File: config.mk
export PLATFORM = sky130hd
export DESIGN_NAME = accel_change_detect_tilt
export DESIGN_NICKNAME = d
export VERILOG_FILES = /design/src/rtl/acdt_pkg.sv /design/src/rtl/acdt_ctrl.sv /design/src/rtl/acdt_dp.sv /design/src/rtl/accel_change_detect_tilt.sv
export SDC_FILE = /design/constraint.sdc
export NUM_CORES = 2
export LEC_CHECK = 0
export ABC_AREA = 0
export BUFFER_PORTS_ARGS = -buffer_cell sky130_fd_sc_hd__buf_4
export CELL_PAD_IN_SITES_DETAIL_PLACEMENT = 1
export CELL_PAD_IN_SITES_GLOBAL_PLACEMENT = 1
export CORE_MARGIN = 1
export CORE_UTILIZATION = 25
export DETAILED_ROUTE_END_ITERATION = 6
export HOLD_SLACK_MARGIN = 0.15
export PLACE_DENSITY_LB_ADDON = 0.1
export SYNTH_ARGS = -nofsm -noshare
export SYNTH_HDL_FRONTEND = slang
export SYNTH_SLANG_ARGS = --single-unit
File: constraint.sdc
create_clock -name clk -period 9.6 [get_ports clk]
set_clock_uncertainty 0.15 [all_clocks]
set_input_delay 0.96 -clock clk [delete_from_list [all_inputs] [get_ports clk]]
set_output_delay 0.96 -clock clk [all_outputs]
set_load 0.02 [all_outputs]
File: src/rtl/acdt_pkg.sv
// Shared types, constants and the arctangent table for the tilt detector.
package acdt_pkg;

	localparam int AXIS_W = 10;
	localparam int ACC_FRAC = 20;
	localparam int TAB_LEN = 24;
	// root operand: sum of two squares (20 bits) shifted by 32
	localparam int SQ_W = 52;
	localparam int RT_W = 26;
	// CORDIC working width
	localparam int CW = 32;
	localparam int ZW = 28;

	localparam logic [1:0] CMD_NONE = 2'd0;
	localparam logic [1:0] CMD_LOAD = 2'd1;
	localparam logic [1:0] CMD_ROOT = 2'd2;
	localparam logic [1:0] CMD_ROT  = 2'd3;

	typedef struct packed {
		logic [1:0] op;
		logic       sel;      // 0: pitch, 1: roll
		logic       capture;  // store the finished angle
		logic       latch;    // take the new sample
	} acdt_cmd_t;

	typedef struct packed {
		logic moved;
		logic root_done;
		logic rot_done;
	} acdt_stat_t;

	function automatic logic signed [ZW-1:0] atan_deg(input logic [4:0] i);
		case (i)
			5'd0:  atan_deg = 28'sd47185920;
			5'd1:  atan_deg = 28'sd27855475;
			5'd2:  atan_deg = 28'sd14718068;
			5'd3:  atan_deg = 28'sd7471121;
			5'd4:  atan_deg = 28'sd3750058;
			5'd5:  atan_deg = 28'sd1876857;
			5'd6:  atan_deg = 28'sd938658;
			5'd7:  atan_deg = 28'sd469357;
			5'd8:  atan_deg = 28'sd234682;
			5'd9:  atan_deg = 28'sd117342;
			5'd10: atan_deg = 28'sd58671;
			5'd11: atan_deg = 28'sd29335;
			5'd12: atan_deg = 28'sd14668;
			5'd13: atan_deg = 28'sd7334;
			5'd14: atan_deg = 28'sd3667;
			5'd15: atan_deg = 28'sd1833;
			5'd16: atan_deg = 28'sd917;
			5'd17: atan_deg = 28'sd458;
			5'd18: atan_deg = 28'sd229;
			5'd19: atan_deg = 28'sd115;
			5'd20: atan_deg = 28'sd57;
			5'd21: atan_deg = 28'sd29;
			5'd22: atan_deg = 28'sd14;
			5'd23: atan_deg = 28'sd7;
			default: atan_deg = '0;
		endcase
	endfunction

endpackage

File: src/rtl/acdt_ctrl.sv
// Sequencer for the tilt detector: accept, compare, root, rotate, report.
module acdt_ctrl import acdt_pkg::*; (
	input  logic       clk,
	input  logic       arst_n,
	input  logic       in_fire,
	input  logic       out_busy,
	input  acdt_stat_t stat,
	output logic       ready,
	output logic       out_load,
	output acdt_cmd_t  cmd
);

	localparam logic [2:0] S_IDLE = 3'd0;
	localparam logic [2:0] S_CMP  = 3'd1;
	localparam logic [2:0] S_LOAD = 3'd2;
	localparam logic [2:0] S_ROOT = 3'd3;
	localparam logic [2:0] S_ROT  = 3'd4;
	localparam logic [2:0] S_OUT  = 3'd5;

	logic [2:0] state_q, state_d;
	logic       sel_q, sel_d;

	assign ready = (state_q == S_IDLE);

	// next state and command
	always_comb begin
		state_d = state_q;
		sel_d = sel_q;
		cmd = '0;
		cmd.sel = sel_q;
		out_load = 1'b0;
		case (state_q)
			S_IDLE: begin
				if (in_fire) state_d = S_CMP;
			end
			S_CMP: begin
				sel_d = 1'b0;
				if (stat.moved) begin
					cmd.latch = 1'b1;
					state_d = S_LOAD;
				end else begin
					state_d = S_IDLE;
				end
			end
			S_LOAD: begin
				cmd.op = CMD_LOAD;
				state_d = S_ROOT;
			end
			S_ROOT: begin
				cmd.op = CMD_ROOT;
				if (stat.root_done) state_d = S_ROT;
			end
			S_ROT: begin
				cmd.op = CMD_ROT;
				if (stat.rot_done) begin
					cmd.capture = 1'b1;
					if (sel_q) begin
						state_d = S_OUT;
					end else begin
						sel_d = 1'b1;
						state_d = S_LOAD;
					end
				end
			end
			S_OUT: begin
				if (!out_busy) begin
					out_load = 1'b1;
					state_d = S_IDLE;
				end
			end
			default: state_d = S_IDLE;
		endcase
	end

	always_ff @(posedge clk or negedge arst_n) begin
		if (!arst_n) begin
			state_q <= S_IDLE;
			sel_q <= 1'b0;
		end else begin
			state_q <= state_d;
			sel_q <= sel_d;
		end
	end

endmodule

File: src/rtl/acdt_dp.sv
// Datapath: sample registers, change compare, bit-serial root and CORDIC.
module acdt_dp import acdt_pkg::*; #(
	parameter int ANGLE_FRACTION_BITS = 8,
	parameter int ANGLE_STEPS = 16
) (
	input  logic        clk,
	input  logic        arst_n,
	input  logic        in_fire,
	input  logic [47:0] in_data,
	input  logic [9:0]  thr,
	input  acdt_cmd_t   cmd,
	output acdt_stat_t  stat,
	output logic signed [9:0]  ax,
	output logic signed [9:0]  ay,
	output logic signed [9:0]  az,
	output logic signed [15:0] pitch,
	output logic signed [15:0] roll
);

	localparam int STEPS = (ANGLE_STEPS > TAB_LEN) ? TAB_LEN : ANGLE_STEPS;
	localparam int SHIFT = ACC_FRAC - ANGLE_FRACTION_BITS;
	localparam int LIM = 90 << ANGLE_FRACTION_BITS;
	localparam logic signed [ZW-1:0] LIM_Z = ZW'(LIM);
	localparam logic signed [ZW-1:0] RND = ZW'(1) <<< (SHIFT - 1);
	localparam logic signed [ZW-1:0] ANG_MAX = ZW'(32767);
	localparam logic signed [ZW-1:0] ANG_MIN = ZW'(-32768);

	logic signed [9:0] sx_q, sy_q, sz_q, rx_q, ry_q, rz_q;
	logic signed [10:0] dx, dy, dz;
	logic [10:0] mx, my, mz;
	logic moved_w, root_done_w, rot_done_w;

	// form the axes at acceptance
	always_ff @(posedge clk) begin
		if (in_fire) begin
			sx_q <= {in_data[9:8], in_data[7:0]};
			sy_q <= {in_data[25:24], in_data[23:16]};
			sz_q <= {in_data[41:40], in_data[39:32]};
		end
	end

	// compare with the reference
	assign dx = {sx_q[9], sx_q} - {rx_q[9], rx_q};
	assign dy = {sy_q[9], sy_q} - {ry_q[9], ry_q};
	assign dz = {sz_q[9], sz_q} - {rz_q[9], rz_q};
	assign mx = dx[10] ? 11'(-dx) : 11'(dx);
	assign my = dy[10] ? 11'(-dy) : 11'(dy);
	assign mz = dz[10] ? 11'(-dz) : 11'(dz);
	assign moved_w = (mx >= {1'b0, thr}) || (my >= {1'b0, thr}) || (mz >= {1'b0, thr});

	always_ff @(posedge clk or negedge arst_n) begin
		if (!arst_n) begin
			rx_q <= '0;
			ry_q <= '0;
			rz_q <= '0;
		end else if (cmd.latch) begin
			rx_q <= sx_q;
			ry_q <= sy_q;
			rz_q <= sz_q;
		end
	end

	// operands of the current angle
	logic signed [9:0] na, nb;
	assign na = cmd.sel ? sy_q : sx_q;
	assign nb = cmd.sel ? sx_q : sy_q;

	// sum of squares, up to 2^19
	logic signed [19:0] nb_w, nz_w;
	logic [19:0] ssum;
	assign nb_w = 20'(nb);
	assign nz_w = 20'(sz_q);
	assign ssum = 20'(nb_w * nb_w + nz_w * nz_w);

	// bit-serial root, two operand bits a cycle
	logic [SQ_W-1:0] rem_q, opnd_q;
	logic [RT_W-1:0] root_q, root_next;
	logic [4:0] rcnt_q;
	logic [RT_W+1:0] trial;
	logic [RT_W+1:0] rem_top;
	logic root_bit;
	assign rem_top = {rem_q[RT_W-1:0], opnd_q[SQ_W-1 -: 2]};
	assign trial = {root_q, 2'b01};
	assign root_bit = (rem_top >= trial);
	assign root_next = {root_q[RT_W-2:0], root_bit};
	assign root_done_w = (rcnt_q == 5'(RT_W - 1));

	// CORDIC state
	logic signed [CW-1:0] cx_q, cy_q;
	logic signed [ZW-1:0] cz_q;
	logic [4:0] i_q;
	logic       zero_q;
	assign rot_done_w = (i_q == 5'(STEPS - 1));

	assign stat = '{moved: moved_w, root_done: root_done_w, rot_done: rot_done_w};

	always_ff @(posedge clk) begin
		case (cmd.op)
			CMD_LOAD: begin
				opnd_q <= {ssum, 32'd0};
				rem_q <= '0;
				root_q <= '0;
				rcnt_q <= '0;
				i_q <= '0;
				cz_q <= '0;
				zero_q <= (na == 10'sd0);
				cy_q <= CW'(na) <<< 16;
			end
			CMD_ROOT: begin
				opnd_q <= opnd_q << 2;
				rcnt_q <= rcnt_q + 5'd1;
				root_q <= root_next;
				if (root_bit) rem_q <= SQ_W'(rem_top - trial);
				else rem_q <= SQ_W'(rem_top);
				// the finished root is the rotation start value
				if (root_done_w) cx_q <= CW'(root_next);
			end
			CMD_ROT: begin
				i_q <= i_q + 5'd1;
				if (cy_q > 0) begin
					cx_q <= cx_q + (cy_q >>> i_q);
					cy_q <= cy_q - (cx_q >>> i_q);
					cz_q <= cz_q + atan_deg(i_q);
				end else begin
					cx_q <= cx_q - (cy_q >>> i_q);
					cy_q <= cy_q + (cx_q >>> i_q);
					cz_q <= cz_q - atan_deg(i_q);
				end
			end
			default: ;
		endcase
	end

	// final angle of the step that just ended
	logic signed [ZW-1:0] zfin, zr, zs;
	assign zfin = (cy_q > 0) ? cz_q + atan_deg(i_q) : cz_q - atan_deg(i_q);
	assign zr = (zfin + RND) >>> SHIFT;

	// clamp to +-90 degrees, then to the output range
	logic signed [15:0] ang;
	always_comb begin
		if (zr > LIM_Z) zs = LIM_Z;
		else if (zr < -LIM_Z) zs = -LIM_Z;
		else zs = zr;
		if (zero_q) ang = '0;
		else if (zs > ANG_MAX) ang = 16'(ANG_MAX);
		else if (zs < ANG_MIN) ang = 16'(ANG_MIN);
		else ang = 16'(zs);
	end

	always_ff @(posedge clk) begin
		if (cmd.capture) begin
			if (cmd.sel) roll <= ang;
			else pitch <= ang;
		end
	end

	assign ax = sx_q;
	assign ay = sy_q;
	assign az = sz_q;

endmodule

File: src/rtl/accel_change_detect_tilt.sv
// Top level of the accelerometer change detector with tilt angles.
// Each accepted word is one raw six-byte sample. It is compared against the last reported
// sample in the compare state; without a change at or above change_threshold on any axis
// the word is dropped and the block goes back to idle, ready again. With a change, pitch
// and roll are each computed by a 26-bit bit-serial square root followed by ANGLE_STEPS
// (at most 24) CORDIC vectoring steps on a single shared unit; no new word is taken until
// the report is loaded. The result sits in an output register until taken.
module accel_change_detect_tilt import acdt_pkg::*; #(
	parameter int ANGLE_FRACTION_BITS = 8,
	parameter int ANGLE_STEPS = 16
) (
	input  logic        clk,
	input  logic        arst_n,
	input  logic        s_tvalid,
	output logic        s_tready,
	// x_low, x_high, y_low, y_high, z_low, z_high
	input  logic [47:0] s_tdata,
	output logic        m_tvalid,
	input  logic        m_tready,
	// accel_x, accel_y, accel_z, pitch_angle, roll_angle, 2 zero bits
	output logic [63:0] m_tdata,
	input  logic        psel,
	input  logic        penable,
	input  logic        pwrite,
	input  logic [1:0]  paddr,
	input  logic [31:0] pwdata,
	output logic [31:0] prdata,
	output logic        pready
);

	logic [9:0] thr_q;
	acdt_cmd_t cmd;
	acdt_stat_t stat;
	logic in_fire, out_load;
	logic signed [9:0] ax, ay, az;
	logic signed [15:0] pitch, roll;

	assign pready = 1'b1;
	assign prdata = (paddr == 2'd0) ? {22'd0, thr_q} : 32'd0;

	// threshold register
	always_ff @(posedge clk or negedge arst_n) begin
		if (!arst_n) thr_q <= 10'd2;
		else if (psel && penable && pwrite && paddr == 2'd0) thr_q <= pwdata[9:0];
	end

	assign in_fire = s_tvalid && s_tready;

	acdt_ctrl u_ctrl (
		.clk, .arst_n, .in_fire, .out_busy(m_tvalid && !m_tready), .stat,
		.ready(s_tready), .out_load, .cmd
	);

	acdt_dp #(.ANGLE_FRACTION_BITS(ANGLE_FRACTION_BITS), .ANGLE_STEPS(ANGLE_STEPS)) u_dp (
		.clk, .arst_n, .in_fire, .in_data(s_tdata), .thr(thr_q), .cmd, .stat,
		.ax, .ay, .az, .pitch, .roll
	);

	// output register
	always_ff @(posedge clk or negedge arst_n) begin
		if (!arst_n) m_tvalid <= 1'b0;
		else if (out_load) m_tvalid <= 1'b1;
		else if (m_tready) m_tvalid <= 1'b0;
	end

	always_ff @(posedge clk) begin
		if (out_load) m_tdata <= {2'b00, roll, pitch, az, ay, ax};
	end

endmodule

; After elaboration in Yosys (flattened, before gate mapping)
; Memories as Yosys holds them, arrays and structs flattened. A register that Yosys moved wholly into a read port is not among the register bits.
; Cells that the tools add are included.
[totals]
regBits = 376
latchBits = 0
mem_bits_rw = 0
romBits = 3328
input_bits = 89
output_inout_bits = 99
mem_count = 4
[classes]
add_sub_neg = 19
n_mul = 2
n_div = 0
n_lt_le_gt_ge = 9
eq_ne = 15
shifts = 2
mux = 51
bitwise = 1
n_reduce_logical = 21
[mem_list]
columns = name, words, width, read_ports, rd_clocked_by_memory_dff, wr, line
row1 = (no name shown), 32, 26, 1, 1, 0, acdt_pkg.sv:33  ; case (i)
row2 = (no name shown), 32, 26, 1, 1, 0, acdt_pkg.sv:33
row3 = (no name shown), 32, 26, 1, 1, 0, acdt_pkg.sv:33
row4 = (no name shown), 32, 26, 1, 1, 0, acdt_pkg.sv:33
[ops]
columns = op, count
row1 = 28-bit 2-to-1 mux, 8
row2 = 32-bit one-hot mux with 2 select lines, 2
row3 = 26-bit one-hot mux with 2 select lines, 2
row4 = 52-bit one-hot mux with 2 select lines, 1
row5 = 32-bit 2-to-1 mux, 3
row6 = 32-bit adder, 2
row7 = 32-bit by 5-bit >>> shifter with 32-bit output, 2
row8 = 32-bit subtractor, 2
row9 = 28-bit adder, 2
row10 = 28-bit one-hot mux with 2 select lines, 1
row11 = 28-bit subtractor, 2
row12 = 16-bit 2-to-1 mux, 3
row13 = 10-bit by 10-bit multiplier with 20-bit output, 2
row14 = 11-bit by 10-bit greater-or-equal comparator with 1-bit output, 3
row15 = 11-bit 2-to-1 mux, 3
row16 = 11-bit negation, 3
row17 = 10-bit by 10-bit subtractor with 11-bit output, 3
row18 = "32-bit by 1-bit greater-than comparator with 1-bit output, second input constant", 1
row19 = 10-bit 2-to-1 mux, 3
row20 = "28-bit by 13-bit adder with 28-bit output, second input constant", 1
row21 = 28-bit greater-or-equal comparator, 1
row22 = "28-bit by 16-bit greater-than comparator with 1-bit output, second input constant", 1
row23 = "28-bit by 16-bit < comparator with 1-bit output, second input constant", 1
row24 = 26-bit 2-to-1 mux, 1
row25 = other kinds (32), 67

; Longest topological paths before layout
[logic_depth]
depth_word = 10
ltp_mapped = 31
mapped_depth_nobuf = 29

; By module
; From an unflattened synthesis, not the netlist that was laid out.
[unflattened]
hier_cells = 3562
area_unflattened_um2 = 35429.0
[modules_own_cells]
columns = module, n_inst, cells_per_inst, area_each_um2
row1 = acdt_dp, 1, 3402, 32566.2
row2 = accel_change_detect_tilt, 1, 126, 2558.7
row3 = acdt_ctrl, 1, 34, 304.0

; Least setup slack after synthesis
; OpenSTA, ideal clock, no wires.
[synth_timing]
path_type = flip-flop to flip-flop
from = register u_ctrl.sel_q
to = register u_dp.opnd_q[48], data pin
setup_ns = 0.269
t_arrival_ns = 6.918
required_ns = 9.181
setup_slack_ns = 2.263
path_stages_with_launch = 27
path_buffers = 2
path_cell_list = dfrtp_1 > clkbuf_1 > buf_1 > mux2i_1 > clkinv_1 > nand2_1 > fa_1 > inv_1 > fa_1 > fa_1 > fa_1 > inv_1 > fa_1 > inv_1 > fa_1 > fa_1 > ha_1 > a21boi_0 > o21ai_0 > a21boi_0 > o21ai_0 > a21boi_0 > o21a_1 > o21ai_0 > a21boi_0 > xnor2_1 > o21ai_0
[synth_between]
elab_chain_cells = 4
[synth_rtl]
columns = element, line
row1 = "start, declared", acdt_ctrl.sv:21  ; logic sel_q, sel_d;
row2 = "start signal, assigned", acdt_ctrl.sv:81  ; sel_q <= sel_d;
row3 = 10-bit 2-to-1 mux, acdt_dp.sv:66  ; assign nb = cmd.sel ? sx_q : sy_q;
row4 = 10-bit by 10-bit multiplier with 20-bit output, acdt_dp.sv:73  ; assign ssum = 20'(nb_w * nb_w + nz_w * nz_w);
row5 = 20-bit adder, acdt_dp.sv:73
row6 = 52-bit one-hot mux with 2 select lines, acdt_dp.sv:98  ; case (cmd.op)
row7 = "end signal, assigned", acdt_dp.sv:100  ; opnd_q <= {ssum, 32'd0};
row8 = "end signal, assigned", acdt_dp.sv:110  ; opnd_q <= opnd_q << 2;
row9 = "end, declared", acdt_dp.sv:76  ; logic [SQ_W-1:0] rem_q, opnd_q;
; Every way passes these cells. The select of a mux whose other input is x is not followed.
; A chain may end at the register's enable or synchronous reset.

; Worst setup path after layout
; Ends and elaborated chain as after synthesis.

==> results.md <==
- Status: finished, final reports clean
- Count of input and output buffers: around 120
- Most frequent CP cell: fa_1
- Clk Latency, worst-skew pair: between 0.6 and 0.7 ns
- Mapped Area: ~0.036 mm2
- YS warnings: 0
- Post-CTS Setup Repair Bufs: 0
- Unrepaired setup endpoints after global routing: no
- Number of global-route vias before repair: 28,215
- Via/cell ratio: 4.729
- Crit end category: flip-flop
- EDFF count, synth: 299
- Max-slew violations: 0
- Synth Instances: 3,641
- Avg Inst Size Synth: 9.780 um2
- Crit path buffers/inverters: 4
- Die height: 379.4 um
- Top FF cell, synth: edfxtp_1
- Final Cycle Share: 0.8689
- #FFs+latches synth: 370
- FMAX: 119.9 MHz
- GR Overflow Total: 0
- H-tree lvl count: 2
- Fin crit period: 8.342 ns
- Worst-Margin Slew: 1.057 ns
- Layout cells sized above 1: 0.1182
- Rows: 138
- Setup TNS Final: 0 ns
- Max-slew headroom: 0.2899
- Sequential share of the synthesized area: 0.2984
- CTS tree: yes
- Critical path, cell by cell: mux2i_1, clkinv_1, nand2_1, fa_1, inv_1, fa_1, fa_1, fa_1, inv_1, fa_1, inv_1, fa_1, fa_1, ha_1, a21boi_0, o21ai_0, a21boi_0, o21ai_0, a21boi_0, o21a_1, o21ai_0, a21boi_0, xnor2_1, o21ai_0
- CTS Hold Bufs: 0
- Die area: 0.1439 mm2
- PostCTS Resize Cnt: 0
- CP arrival: 8.58 ns
- # setup viols final: 0
- Fin. Hold Viols: 0
- DP HPWL: 86.15 mm
- Post-route ant nets: 0
- Final WL: 111.4 mm
- Fillcell total: 16,114
- HP Class: primary input to async pin
- GP Congestion: slightly above 0.8
- Area Overhead vs Synth: 13.31%
- Maximum Capacitance Violations: 0
- Clk buf depth: 3
- Critical path class: flip-flop to flip-flop
- Initial antenna violation count: 5
- Root Driver: clkbuf_16
- CP delay by family, top: adder cells
- 1st-iter DRT viols: 1,163
- Clock transition at path regs: 0.06 ns
- Asr flop ratio synth: 0.1216
- DR vias: 26,755
- Initial core utilization: 0.2518
- Total iterations of the first detailed-routing run: 5
- Top Ports: 188
- Die width: 379.4 um
- CP startpoint kind: flip-flop
- Required @ worst endpoint: about 9.8 ns
- CTS Sinks: 370
- Distinct cells, synth: 93
- CTS Buf Count: 52
- Critical-path top delay cell: dfrtp_1
- Placeable Area: 0.1414 mm2
- Final #Nets: 4,280
- First-pass GRT wire length: 173.7 mm
- Max incr delay on CP: 0.95 ns
- Tot GR Track Use: 0.1564
- WL/cell: 19.70 um
- DRC: 0
- Worst-path maximum fanout: 20
- Largest net degree at the start of global routing: slightly below 80
sequential cells by signal (all words and copies together), names as in the netlist, 10 cells and up, named ones only:
name and flops:
m_tdata 62, thr_q 10, u_dp.ax 10, u_dp.ay 10, u_dp.az 10, u_dp.cx_q 32, u_dp.cy_q 32, u_dp.cz_q 28
u_dp.opnd_q 20, u_dp.pitch 16, u_dp.rem_q 26, u_dp.roll 16, u_dp.root_q 26, u_dp.rx_q 10, u_dp.ry_q 10, u_dp.rz_q 10
worst paths after layout:
| kind | start | end | slack, ns | cells after the start |
|---|---|---|---|---|
| worst max-delay path | u_ctrl.sel_q | u_dp.opnd_q[48] | 1.26 | 24 |
| worst min-delay path | arst_n | thr_q[0] | 0.18 | 1 |
| worst max register to register | u_ctrl.sel_q | u_dp.opnd_q[48] | 1.26 | 24 |
| worst min register to register | u_dp.pitch[11] | m_tdata[41] | 0.26 | 0 |
| max in group asynchronous | arst_n | u_dp.ry_q[3] | 8.62 | 1 |
| min in group clk | u_dp.pitch[11] | m_tdata[41] | 0.26 | 0 |
cell usage after synthesis (52+ instances only):
master,count,share of area
o21ai_0,195,0.027
inv_1,378,0.040
a21oi_1,187,0.026
fa_1,198,0.11
xor2_1,113,0.028
a21o_1,75,0.016
clkbuf_1,84,0.0089
nand3_1,64,0.0090
edfxtp_1,299,0.25
ha_1,270,0.095
nor3_1,83,0.012
mux2_2,74,0.023
nor2_1,318,0.034
and2_1,52,0.0091
mux2i_1,81,0.023
nand2_1,276,0.029
xnor2_1,156,0.038
mux4_2,70,0.044
final cells by class:
cell class | instances | area [um2] | share of cell area
timing repair buffer | 166 | 1271 | 0.03151
sequential | 370 | 10630 | 0.2634
tap | 1890 | 2365 | 0.05861
antenna | 2 | 5.005 | 0.0001240
multi-input combinational | 2747 | 22840 | 0.5662
clock inverter | 37 | 425.4 | 0.01054
clock buffer | 60 | 1361 | 0.03374
inverter | 386 | 1450 | 0.03594
layer usage:
metal	vias up	share of wire	global-route usage	routed length, um
li1	12959	-	-	-
met1	13425	0.48	0.2153	53340
met2	279	0.48	0.2630	53310
met3	92	0.025	0.01663	2749
met4	0	0.018	0.03294	2035
met5	-	0	0	0
per-stage QoR:
stage | instance area (um2) | setup slack (ns) | cells | hold slack (ns) | util
after global placement | 38560 | 1.389 | 5559 | 0.2508 | 0.2726
after CTS | 40340 | 1.258 | 5656 | 0.1705 | 0.2853
final | 40350 | 1.258 | 5658 | 0.1815 | 0.2853
after detailed placement | 38560 | 1.315 | 5559 | 0.2556 | 0.2726
after global routing | 40340 | 0.6933 | 5656 | 0.2020 | 0.2853
after floorplan | 35690 | 2.263 | 3664 | 0.2503 | -
layout by cell type, fill, tap and decap left out, types with 32 or more instances in the layout:
cell type  Yosys  layout
inv_1        378     376
nor2_1       318     317
edfxtp_1     299     299
nand2_1      276     276
ha_1         270     268
fa_1         198     198
o21ai_0      195     193
a21oi_1      187     185
buf_4         35     164
xnor2_1      156     156
xor2_1       113     113
mux2i_1       81      80
nor3_1        83      80
a21o_1        75      75
mux2_2        74      74
mux4_2        70      70
nand3_1       64      64
and2_1        52      52
clkbuf_16      0      52
dfrtp_1       44      44
nand2b_1      37      37
nor2b_1       36      36
o21a_1        32      32
kinds of logic (layout without fill, tap and decap cells):
logic type	Yosys count	count (layout)	synth area share
AND/OR/NAND/NOR	1014	1014	0.1342
AO/OA/AOI/OAI	729	729	0.1295
buffers and inverters	547	649	0.06487
adder cells (fa/ha/maj)	468	468	0.2062
flip-flops	370	370	0.2984
XOR/XNOR	269	269	0.06617
multiplexers	242	242	0.1005
other	2	27	0.0002109
Power is not shown: default switching activity piles up to over one toggle a cycle in this logic, so the estimate is an artifact.
